[src/rtl/mrpt_pkg.sv]
// Shared constants for the Miller-Rabin prime test block.
// Holds the witness base table and the default operand width.
// Depends on nothing; used by mrpt_mulmod and miller_rabin_prime_test.
package mrpt_pkg;

    // Width of the candidate port and default working width.
    localparam int CAND_W    = 64;
    localparam int WIDTH_DEF = 64;

    // The first twelve primes serve as witness bases.
    localparam int NUM_BASES = 12;
    localparam int BASE_W    = 6;
    localparam int K_W       = $clog2(NUM_BASES);

    localparam logic [BASE_W-1:0] MR_BASES [NUM_BASES] = '{
        6'd2, 6'd3, 6'd5, 6'd7, 6'd11, 6'd13,
        6'd17, 6'd19, 6'd23, 6'd29, 6'd31, 6'd37
    };

endpackage

[src/rtl/mrpt_mulmod.sv]
// Bit-serial modular multiplier: x * y mod n by shift-and-add.
// The multiplier operand is shifted out one bit per cycle.
// Depends on mrpt_pkg for the default width.
module mrpt_mulmod #(
    parameter int WIDTH = mrpt_pkg::WIDTH_DEF
) (
    input  logic             i_clk,
    input  logic             i_rst_n,
    input  logic             i_start,
    input  logic [WIDTH-1:0] i_x,
    input  logic [WIDTH-1:0] i_y,
    input  logic [WIDTH-1:0] i_n,
    output logic             o_done,
    output logic [WIDTH-1:0] o_result
);

    logic             r_run;
    logic             n_run;
    logic [WIDTH-1:0] r_acc;
    logic [WIDTH-1:0] n_acc;
    logic [WIDTH-1:0] r_x;
    logic [WIDTH-1:0] n_x;
    logic [WIDTH-1:0] r_y;
    logic [WIDTH-1:0] n_y;

    // Modular addition of two residues below n: one add, one compare and subtract.
    function automatic logic [WIDTH-1:0] add_mod(input logic [WIDTH-1:0] a,
                                                 input logic [WIDTH-1:0] b,
                                                 input logic [WIDTH-1:0] n);
        logic [WIDTH:0] sum;
        sum = {1'b0, a} + {1'b0, b};
        if (sum >= {1'b0, n}) begin
            sum = sum - {1'b0, n};
        end
        return sum[WIDTH-1:0];
    endfunction

    // The product is ready once every multiplier bit has been consumed.
    assign o_done   = r_run && (r_y == '0);
    assign o_result = r_acc;

    // One multiplier bit per cycle: add the multiplicand when the bit is set, then double it.
    always_comb begin
        n_run = r_run;
        n_acc = r_acc;
        n_x   = r_x;
        n_y   = r_y;
        if (i_start) begin
            n_run = 1'b1;
            n_acc = '0;
            n_x   = i_x;
            n_y   = i_y;
        end else if (r_run) begin
            if (r_y == '0) begin
                n_run = 1'b0;
            end else begin
                if (r_y[0]) begin
                    n_acc = add_mod(r_acc, r_x, i_n);
                end
                n_x = add_mod(r_x, r_x, i_n);
                n_y = r_y >> 1;
            end
        end
    end

    // Control state.
    always_ff @(posedge i_clk) begin
        if (!i_rst_n) begin
            r_run <= 1'b0;
        end else begin
            r_run <= n_run;
        end
    end

    // Datapath registers.
    always_ff @(posedge i_clk) begin
        r_acc <= n_acc;
        r_x   <= n_x;
        r_y   <= n_y;
    end

`ifndef SYNTHESIS
    // A new product is started only when the unit is idle or just finishing.
    a_start_free: assert property (@(posedge i_clk) disable iff (!i_rst_n)
        i_start |-> (!r_run || (r_y == '0)))
        else $error("mulmod started while a product is in progress");

    // Accumulator and multiplicand stay reduced while a product runs.
    a_reduced: assert property (@(posedge i_clk) disable iff (!i_rst_n)
        r_run |-> ((r_acc < i_n) && (r_x < i_n)))
        else $error("mulmod residue not reduced below modulus");

    // The modulus does not change under a running product.
    a_mod_stable: assert property (@(posedge i_clk) disable iff (!i_rst_n)
        (r_run && $past(r_run)) |-> $stable(i_n))
        else $error("mulmod modulus changed during a product");
`endif

endmodule

[config.mk]
export PLATFORM = sky130hd
export DESIGN_NAME = mrpt_mulmod
export DESIGN_NICKNAME = d
export VERILOG_FILES = /design/src/rtl/mrpt_pkg.sv /design/src/rtl/mrpt_mulmod.sv
export SDC_FILE = /design/constraint.sdc
export NUM_CORES = 1
export LEC_CHECK = 0
export BUFFER_PORTS_ARGS = -buffer_cell sky130_fd_sc_hd__buf_2
export CORE_MARGIN = 2
export CORE_UTILIZATION = 40
export CTS_CLUSTER_DIAMETER = 50
export CTS_CLUSTER_SIZE = 25
export DETAILED_ROUTE_END_ITERATION = 7
export PLACE_DENSITY = 0.62
export SLEW_MARGIN = 40
export SYNTH_ARGS = -nofsm -noshare
export SYNTH_HDL_FRONTEND = slang
export SYNTH_SLANG_ARGS = --single-unit
export TNS_END_PERCENT = 50
[constraint.sdc]
create_clock -name i_clk -period 6.6 [get_ports i_clk]
set_clock_uncertainty 0.15 [all_clocks]
set_input_delay 0.99 -clock i_clk [delete_from_list [all_inputs] [get_ports i_clk]]
set_output_delay 0.99 -clock i_clk [all_outputs]
set_load 0.01 [all_outputs]
# Word level (Yosys, flattened, before mapping)
# Cells that the tools add are included.
[totals] input_bits=195 wordCells=28 output_inout_bits=65 reg_bits=193
[classes] n_eq_ne=1 magnitude_cmp=2 bitwise_logic=1 mux=11 reduce_logical=5 addsub=4
[ops] operator="$mux 64" n=8
[ops] operator="$add 64x64->65" n=2
[ops] operator="$ge 65x64->1" n=2
[ops] operator="$sub 64x64->64" n=2
[ops] operator="$logic_not 64->1" n=1
[ops] operator="$mux 1" n=3
[ops] operator="$reduce_and 3->1" n=1
[ops] operator="$ne 2x2->1 const B" n=1
[ops] operator="$reduce_and 2->1" n=1
[ops] operator="$reduce_bool 2->1" n=1
[ops] operator="$logic_and 1x1->1" n=1
[ops] operator="$not 1->1" n=1

# Depth between registers and ports, before layout
# Gate-level depths: netlist of run 1.
[logic_depth] word_depth=6 mapped_depth=27

# Least setup slack after synthesis of run 1
# Ideal clock, no wire load.
[synth_timing] path_type="register to register" start="reg r_x[0]" end="reg r_acc[17] (netlist: o_result[17])" path_buffers=3 stages_incl_launch_ff=26 path_slack_ns=1.170 period_less_slack_ns=5.430 arrival_time_ns=5.194 cell_sequence="edfxtp_1 -> ha_1 -> fa_1 -> a211oi_1 -> o211ai_2 -> a32oi_1 -> o22ai_1 -> o21ai_0 -> o211ai_1 -> a21oi_1 -> o211ai_1 -> a21oi_1 -> xnor2_1 -> ha_1 -> a21oi_1 -> nor2b_1 -> a2111oi_0 -> o41ai_1 -> a211oi_1 -> o21ai_0 -> or3_1 -> buf_4 -> buf_12 -> buf_12 -> mux2i_1 -> a211oi_1"
[synth_via] elab_chain_cells=3 elab_cells_between_ends=4
[synth_rtl] item="from (decl)" line_no="mrpt_mulmod.sv:21" text="logic [WIDTH-1:0] r_x;"
[synth_rtl] item="from (signal assigned)" line_no="mrpt_mulmod.sv:78" text="r_x <= n_x;"
[synth_rtl] item="$add 64x64->65 *" line_no="mrpt_mulmod.sv:31" text="sum = {1'b0, a} + {1'b0, b};"
[synth_rtl] item="$sub 64x64->64 / $ge 65x64->1 (equally long branches)" line_no="mrpt_mulmod.sv:33, mrpt_mulmod.sv:32"
[synth_rtl] item="$mux 64 *" line_no="mrpt_mulmod.sv:32" text="if (sum >= {1'b0, n}) begin"
[synth_rtl] item="to (signal assigned)" line_no="mrpt_mulmod.sv:77" text="r_acc <= n_acc;"
[synth_rtl] item="to (decl)" line_no="mrpt_mulmod.sv:19" text="logic [WIDTH-1:0] r_acc;"
# Every way passes the cells marked *; elsewhere a longest branch is shown, timed or not.
# A chain may end at the register's enable or synchronous reset.

# Worst setup path after layout of run 1
[layout_timing] start="reg r_x[0]" end="reg r_acc[37] (netlist: o_result[37])"
# Same word-level chain as after synthesis.

==> reports/metrics.yaml, run 1 <==
timing.final.crit_share: 0.936
h-tree-depth: 4
setup_tns_ns: 0
coreArea_sq_mm: 0.0499
avgSynthCellArea_sq_um: 8.22
cts_buffer_depth: 2
synth_largest_area_cell: "edfxtp_1"
drv_slew: 0
grt_max_degree: 63
clock_latency_ns: 0.52
synth_fa_ha_area_frac: 0.122
hold_violations: 0
io_pins: 260
cp.arrival_ns: 6.41
r2r_cells: 22
synth-edff-count: 128
hp-class: "flip-flop to flip-flop"
syn_to_final_growth_pct: 13.3
wl_per_cell_um: 22.4
antenna_found_initial: 9
status: "finished clean"
place_congestion: 1.00
slowest_delay_ns: 0.55
async_flop_share: 0
grt_pass1_wl_um: 113000
stdcell_area_sq_mm: 0.0228
synth_compound_gate_area_share: 0.255
placed_cells: 3302
wirelength_um: 74800
yosysMostFrequentCell: "a21oi_1"
netlist_area_sq_mm: 0.0201
design.die.area_sq_mm: 0.0521
r2r-start: "r_x[0]"
fin_util: 0.457
finalNonFillerCells: 3338
drt_iter0_markers: 1535
synthSimpleGateAreaFrac: 0.165
synthFlopType: "edfxtp_1"
period_needed_ns: 6.18
vias_per_cell: 6.03
maxCapViolCount: 0
start_kind: "flip-flop"
crit_top_cell: "nor3_1"
layout.nets: 3042
worstSetupEndpointType: "flip-flop"
grt_pass1_vias: 19147
critPathMaxFanout: 49
cts_sinks: 193
critPathKind: "flip-flop to flip-flop"
synth-seq-area-share: 0.256
num_vias: 20130
syn_nets: 2838
ir_drop_mv: 0.276
dp_hpwl_um: 60500
ys_ff_latch: 193
synth_warnings: 0
fin_worst_hold_slack_ns: 0.344
crit-reg2reg-capture: "o_result[37]"
die_h_um: 228
cts_buffers: 17
first_pass_iters: 5
muxShareOfSynthArea: 0.0804
clk_pin_slew_worst_paths_ns: 0.10
drive_above_1_share: 0.175
io_buffers: 259
r2r_slack_ns: 0.42
path_cells: "ha_1, fa_1, a211oi_2, o211ai_2, nand4_2, a41oi_4, nor3_1, nor2_1, a311oi_1, xnor2_1, ha_1, nand4_1, nor3_1, nand4_1, o41ai_1, a211oi_1, o21ai_0, or3_4, buf_12, nor2b_1, a211oi_1, nor3_1"
fmax_mhz: 162
fp-row-count: 82
slew_headroom: 0.453
powerDensity_mw_per_mm2: 493
initial_core_util: 0.403
critPathRequiredTime_ns: 6.83
setup_ws_ns: 0.423
place_area_sq_mm: 0.0221
dieWidth_um: 228
grt_overflow_total: 0
p_leak_nw: 9.91
synth_cells: 2448
cts-root-buf: "clkbuf_16"
synth-xor-area-share: 0.0753
route.detailed.drc: 0
cpMaxStageDelayCell: "a311oi_1"
yosysTopAreaCellShare: 0.191
synthTopCellsByCount: "a21oi_1 (291), nor2_1 (232), nand2_1 (205), ha_1 (192), edfxtp_1 (128)"
cts_hold_buf: 0
drtAntennaViolNets: 0
grt.total_usage: 0.280
cts_tree: "done"
min_from: "o_result[0]"
fillCellCount: 4978
synth.area.top_cells: "edfxtp_1 (19%), ha_1 (12%), a21oi_1 (7.2%)"
worst_slew_pin_slew_ns: 0.820
p_total_mw: 11.2
pre_cts_slack_ns: 0.0972
setup_viol_count_final: 0
rsz0062_at_grt: "false"
holdPathEnd: "o_result[0]"
synth_cell_types: 88
synth_top_family_by_area: "compound AO/OA/AOI/OAI gates"
min_path_cells: 2
-- logic make-up (layout without fill, tap and decap cells) --
logic type	after synthesis	in the layout
mux	149	149
simple gates	716	716
fa+ha+maj	195	195
xor+xnor	173	173
flops	193	193
compound gates	802	802
other cells	0	1
buf+inv	220	437
-- what timing repair did --
item | 4_1_cts | 5_1_grt
resized for setup | 0 | 10
hold endpoints to repair | 0 | 0
setup endpoints to repair | 0 | 64
setup buffers | 0 | 3
-- power breakdown --
group | leakage (nW) | switching (mW) | internal, mW
Clock | 0.316 | 0.615 | 0.591
Combinational | 7.78 | 4.93 | 3.20
Sequential | 1.82 | 0.300 | 1.60
-- layout make-up --
class                   count  area [sq um]  share of cell area
clock buffers              17           425              0.0187
flip-flops and latches    193          5140               0.226
diodes                      1          2.50            0.000110
repair buffers            297          1630              0.0715
clock inverters            15           231              0.0102
inverters                 108           407              0.0178
well taps                 672           841              0.0369
multi-input cells        2035         14100               0.619
-- layout by cell type, fill, tap and decap left out, types with 6 or more instances in the layout --
master     Yosys  final
a21oi_1      291    290
buf_2         14    258
nor2_1       232    232
nand2_1      205    205
ha_1         192    192
edfxtp_1     128    128
o21ai_0      119    118
inv_1        108    107
xnor2_1      106    106
mux2_2       101    101
a21o_1        86     86
xor2_1        67     66
dfxtp_1       65     65
a211oi_1      65     62
nand3_1       55     55
nand4_1       48     48
mux2i_1       48     48
nor3_1        48     47
o21bai_1      39     39
o211ai_1      37     37
buf_4          3     34
nor4_1        30     30
and2_1        22     21
o21a_1        21     21
clkbuf_16      0     17
nor2b_1       15     15
and3_1        14     14
a31oi_1       14     14
o31ai_1       14     14
a21boi_0      13     13
nor3b_1       10     10
nand2b_1       8      8
o22ai_1        7      7
a311oi_1       7      7
a221o_1        7      7
o41ai_1        6      6
clkinv_8       0      6
-- worst max-delay path, delay by kind of cell, from the launching register on --
| family | cells | cell delay, ns |
|---|---|---|
| simple gates | 9 | 1.77 |
| compound gates | 8 | 1.89 |
| xor+xnor | 1 | 0.24 |
| flops | 1 | 0.45 |
| buf+inv | 1 | 0.25 |
| fa+ha+maj | 3 | 1.22 |
-- routing by layer --
metal | global-route usage | part of all wire | vias to the layer above
met4 | 0.0999 | 0.034 | 16
met5 | 0 | 0.0011 | -
met3 | 0.0656 | 0.079 | 133
met2 | 0.436 | 0.44 | 811
li1 | - | - | 9547
met1 | 0.378 | 0.45 | 9623
-- worst max path at each step --
stage / from / to / slack [ns] / cells past startpoint
after floorplan: r_x[0] / o_result[17] / 1.17 / 25
after global placement: r_x[0] / o_result[17] / 0.22 / 25
after detailed placement: r_x[0] / o_result[1] / 0.1 / 25
after CTS: r_x[0] / o_result[4] / 0.04 / 25
after global routing: r_x[9] / o_result[37] / 0.07 / 21
final: r_x[0] / o_result[37] / 0.42 / 22
-- flip-flops by register name (all words and copies together), names as in the netlist --
register  flops
r_y          64
r_x          64
o_result     64
r_run         1
No activity file was read; power rests on OpenSTA's default activity.
==> run 2, diff against run 1 <==
- PLACE_DENSITY: 0.62 -> 0.68
==> run 2 against run 1 <==
  * Final cell count up 0.12%
  * Worst setup slack lost 0.15 ns
  * Die area is the same
  * Wire length shrank 1.0%
  * Total power grew 0.22%
  * Core utilization is essentially flat
  * Fmax fell by 2.4%
  * Largest power group unchanged
  * Global-route usage fell by 0.21 points
  * Hold slack got worse by 0.014 ns
  * Via count shrank 0.92%
  * Clock power decreased by 3%
==> reports/metrics.yaml, run 2 (synthesis results as in run 1) <==
timing.final.crit_share: 0.959  # was 0.936
fin_util: 0.457  # about the same
cts_buffers: 17  # unchanged
path_cells: "ha_1, a21oi_1, o21ai_0, a31oi_1, o21ai_0, nor3_1, nand2_1, a21oi_2, buf_4, mux2i_1, a211oi_2, ha_1, nand4_1, or2_2, nor3_1, nand2_1, nor4_1, or3_4, buf_12, mux2i_1, a211oi_1"  # was ha_1, fa_1, a211oi_2, o211ai_2, nand4_2, a41oi_4, nor3_1, nor2_1, a311oi_1, xnor2_1, ha_1, nand4_1, nor3_1, nand4_1, o41ai_1, a211oi_1, o21ai_0, or3_4, buf_12, nor2b_1, a211oi_1, nor3_1
vias_per_cell: 5.97  # was 6.03
place_congestion: 1.02  # was 1.00
p_leak_nw: 9.94  # was 9.91 nW
fp-row-count: 82  # unchanged
io_buffers: 259  # unchanged
cts-root-buf: "clkbuf_16"  # unchanged
critPathMaxFanout: 41  # was 49
cts_buffer_depth: 2  # unchanged
route.detailed.drc: 0  # unchanged
r2r-start: "r_x[38]"  # was r_x[0]
fmax_mhz: 158  # was 162 MHz
cts_hold_buf: 0  # unchanged
h-tree-depth: 4  # unchanged
die_h_um: 228  # unchanged
clock_latency_ns: 0.53  # was 0.52 ns
syn_to_final_growth_pct: 13.4  # was 13.3%
p_total_mw: 11.3  # was 11.2 mW
r2r_cells: 21  # was 22
worstSetupEndpointType: "flip-flop"  # unchanged
critPathKind: "flip-flop to flip-flop"  # unchanged
drive_above_1_share: 0.176  # was 0.175
rsz0062_at_grt: "false"  # unchanged
design.die.area_sq_mm: 0.0521  # unchanged
layout.nets: 3047  # was 3042
slowest_delay_ns: 0.55  # about the same
crit_buf_inv: 2  # was 1
min_path_cells: 2  # unchanged
critPathRequiredTime_ns: 6.82  # was 6.83 ns
pre_cts_slack_ns: 0.00803  # was 0.0972 ns
drt_iter0_markers: 1822  # was 1535
num_vias: 19945  # was 20130
maxCapViolCount: 0  # unchanged
crit_family: "simple AND/OR/NAND/NOR gates"  # was compound AO/OA/AOI/OAI gates
coreArea_sq_mm: 0.0499  # unchanged
setup_viol_count_final: 0  # unchanged
grt_pass1_vias: 19180  # was 19147
place_area_sq_mm: 0.0221  # about the same
cp.arrival_ns: 6.55  # was 6.41 ns
grt_overflow_total: 0  # unchanged
grt_pass1_wl_um: 112000  # was 113000 um
setup_ws_ns: 0.268  # was 0.423 ns
grt_max_degree: 94  # was 63
cts_tree: "done"  # unchanged
cts_sinks: 193  # unchanged
wirelength_um: 74000  # was 74800 um
final_cell_mix: "a21oi_1 (290), buf_2 (259), nor2_1 (232)"  # was a21oi_1 (290), buf_2 (258), nor2_1 (232)
period_needed_ns: 6.33  # was 6.18 ns
stdcell_area_sq_mm: 0.0228  # about the same
fillCellCount: 5056  # was 4978
hold_violations: 0  # unchanged
drtAntennaViolNets: 0  # unchanged
slew_headroom: 0.426  # was 0.453
ir_drop_mv: 0.333  # was 0.276 mV
status: "finished clean"  # unchanged
wl_per_cell_um: 22.1  # was 22.4 um
hp-class: "flip-flop to flip-flop"  # unchanged
cpMaxStageDelayCell: "nor3_1"  # was a311oi_1
drv_slew: 0  # unchanged
io_pins: 260  # unchanged
start_kind: "flip-flop"  # unchanged
grt.total_usage: 0.278  # was 0.280
setup_tns_ns: 0  # unchanged
antenna_found_initial: 7  # was 9
holdPathEnd: "o_result[6]"  # was o_result[0]
clk_pin_slew_worst_paths_ns: 0.09  # was 0.10 ns
initial_core_util: 0.403  # unchanged
first_pass_iters: 6  # was 5
powerDensity_mw_per_mm2: 494  # was 493 mW/mm^2
final_common_cell: "a21oi_1"  # unchanged
min_from: "o_result[6]"  # was o_result[0]
crit-reg2reg-capture: "o_result[16]"  # was o_result[37]
r2r_slack_ns: 0.27  # was 0.42 ns
dp_hpwl_um: 59900  # was 60500 um
dieWidth_um: 228  # unchanged
diodes: 0  # was 1
worst_slew_pin_slew_ns: 0.861  # was 0.820 ns
[run 2: timing repair]
| item | CTS | global route |
|---|---|---|
| buffers inserted | 0 | 1 |
| pin swaps | 0 | 2 |
| hold endpoints to repair | 0 | 0 |
| endpoints found under the setup margin | 18 | 64 |
| resized for setup | 1 | 5 |
[run 2: per-layer routing]
metal	GRT usage	wire (um)	part of all wire
met1	0.365	32000	0.43
met2	0.432	32400	0.44
met3	0.0769	6860	0.093
met4	0.107	2690	0.036
met5	0	64	0.00087
[run 2: worst register-to-register path, stage by stage (launching register included)]
cell      delay, ns
edfxtp_1       0.49
ha_1           0.43
a21oi_1        0.27
o21ai_0        0.17
a31oi_1        0.28
o21ai_0        0.16
nor3_1         0.55
nand2_1        0.26
a21oi_2        0.31
buf_4          0.18
mux2i_1        0.21
a211oi_2       0.08
ha_1           0.42
nand4_1        0.15
or2_2          0.33
nor3_1         0.29
nand2_1        0.16
nor4_1         0.37
or3_4          0.27
buf_12         0.25
mux2i_1        0.30
a211oi_1       0.09
[run 2: worst max-delay path by stage]
| stage | from | to | slack [ns] | cells past startpoint |
|---|---|---|---|---|
| 2_1_floorplan | r_x[0] | o_result[17] | 1.17 | 25 |
| 3_3_place_gp | r_x[0] | o_result[62] | 0.22 | 23 |
| 3_5_place_dp | r_x[0] | o_result[24] | 0.008 | 25 |
| 4_1_cts | r_x[0] | o_result[24] | 0.05 | 25 |
| 5_1_grt | r_x[38] | o_result[16] | 0.001 | 21 |
| 6_report | r_x[38] | o_result[16] | 0.27 | 21 |
[run 2: layout make-up]
cell class | count | area, sq um | share of cell area
multi-input cells | 2035 | 14100 | 0.618
clock inverters | 15 | 200 | 0.00878
repair buffers | 302 | 1700 | 0.0743
well taps | 672 | 841 | 0.0369
inverters | 108 | 407 | 0.0178
clock buffers | 17 | 425 | 0.0187
flip-flops and latches | 193 | 5140 | 0.226
[run 2: report_power, final]
group	internal (mW)	switching [mW]
Combinational	3.23	4.97
Clock	0.554	0.617
Sequential	1.60	0.284
Total	5.39	5.87
[run 2: per-stage QoR]
stage | std cells | hold WS (ns)
finish | 3342 | 0.330
global route | 3342 | 0.350
CTS | 3341 | 0.331
detailed placement | 3309 | 0.321
global placement | 3306 | 0.313
floorplan | 2448 | 0.342
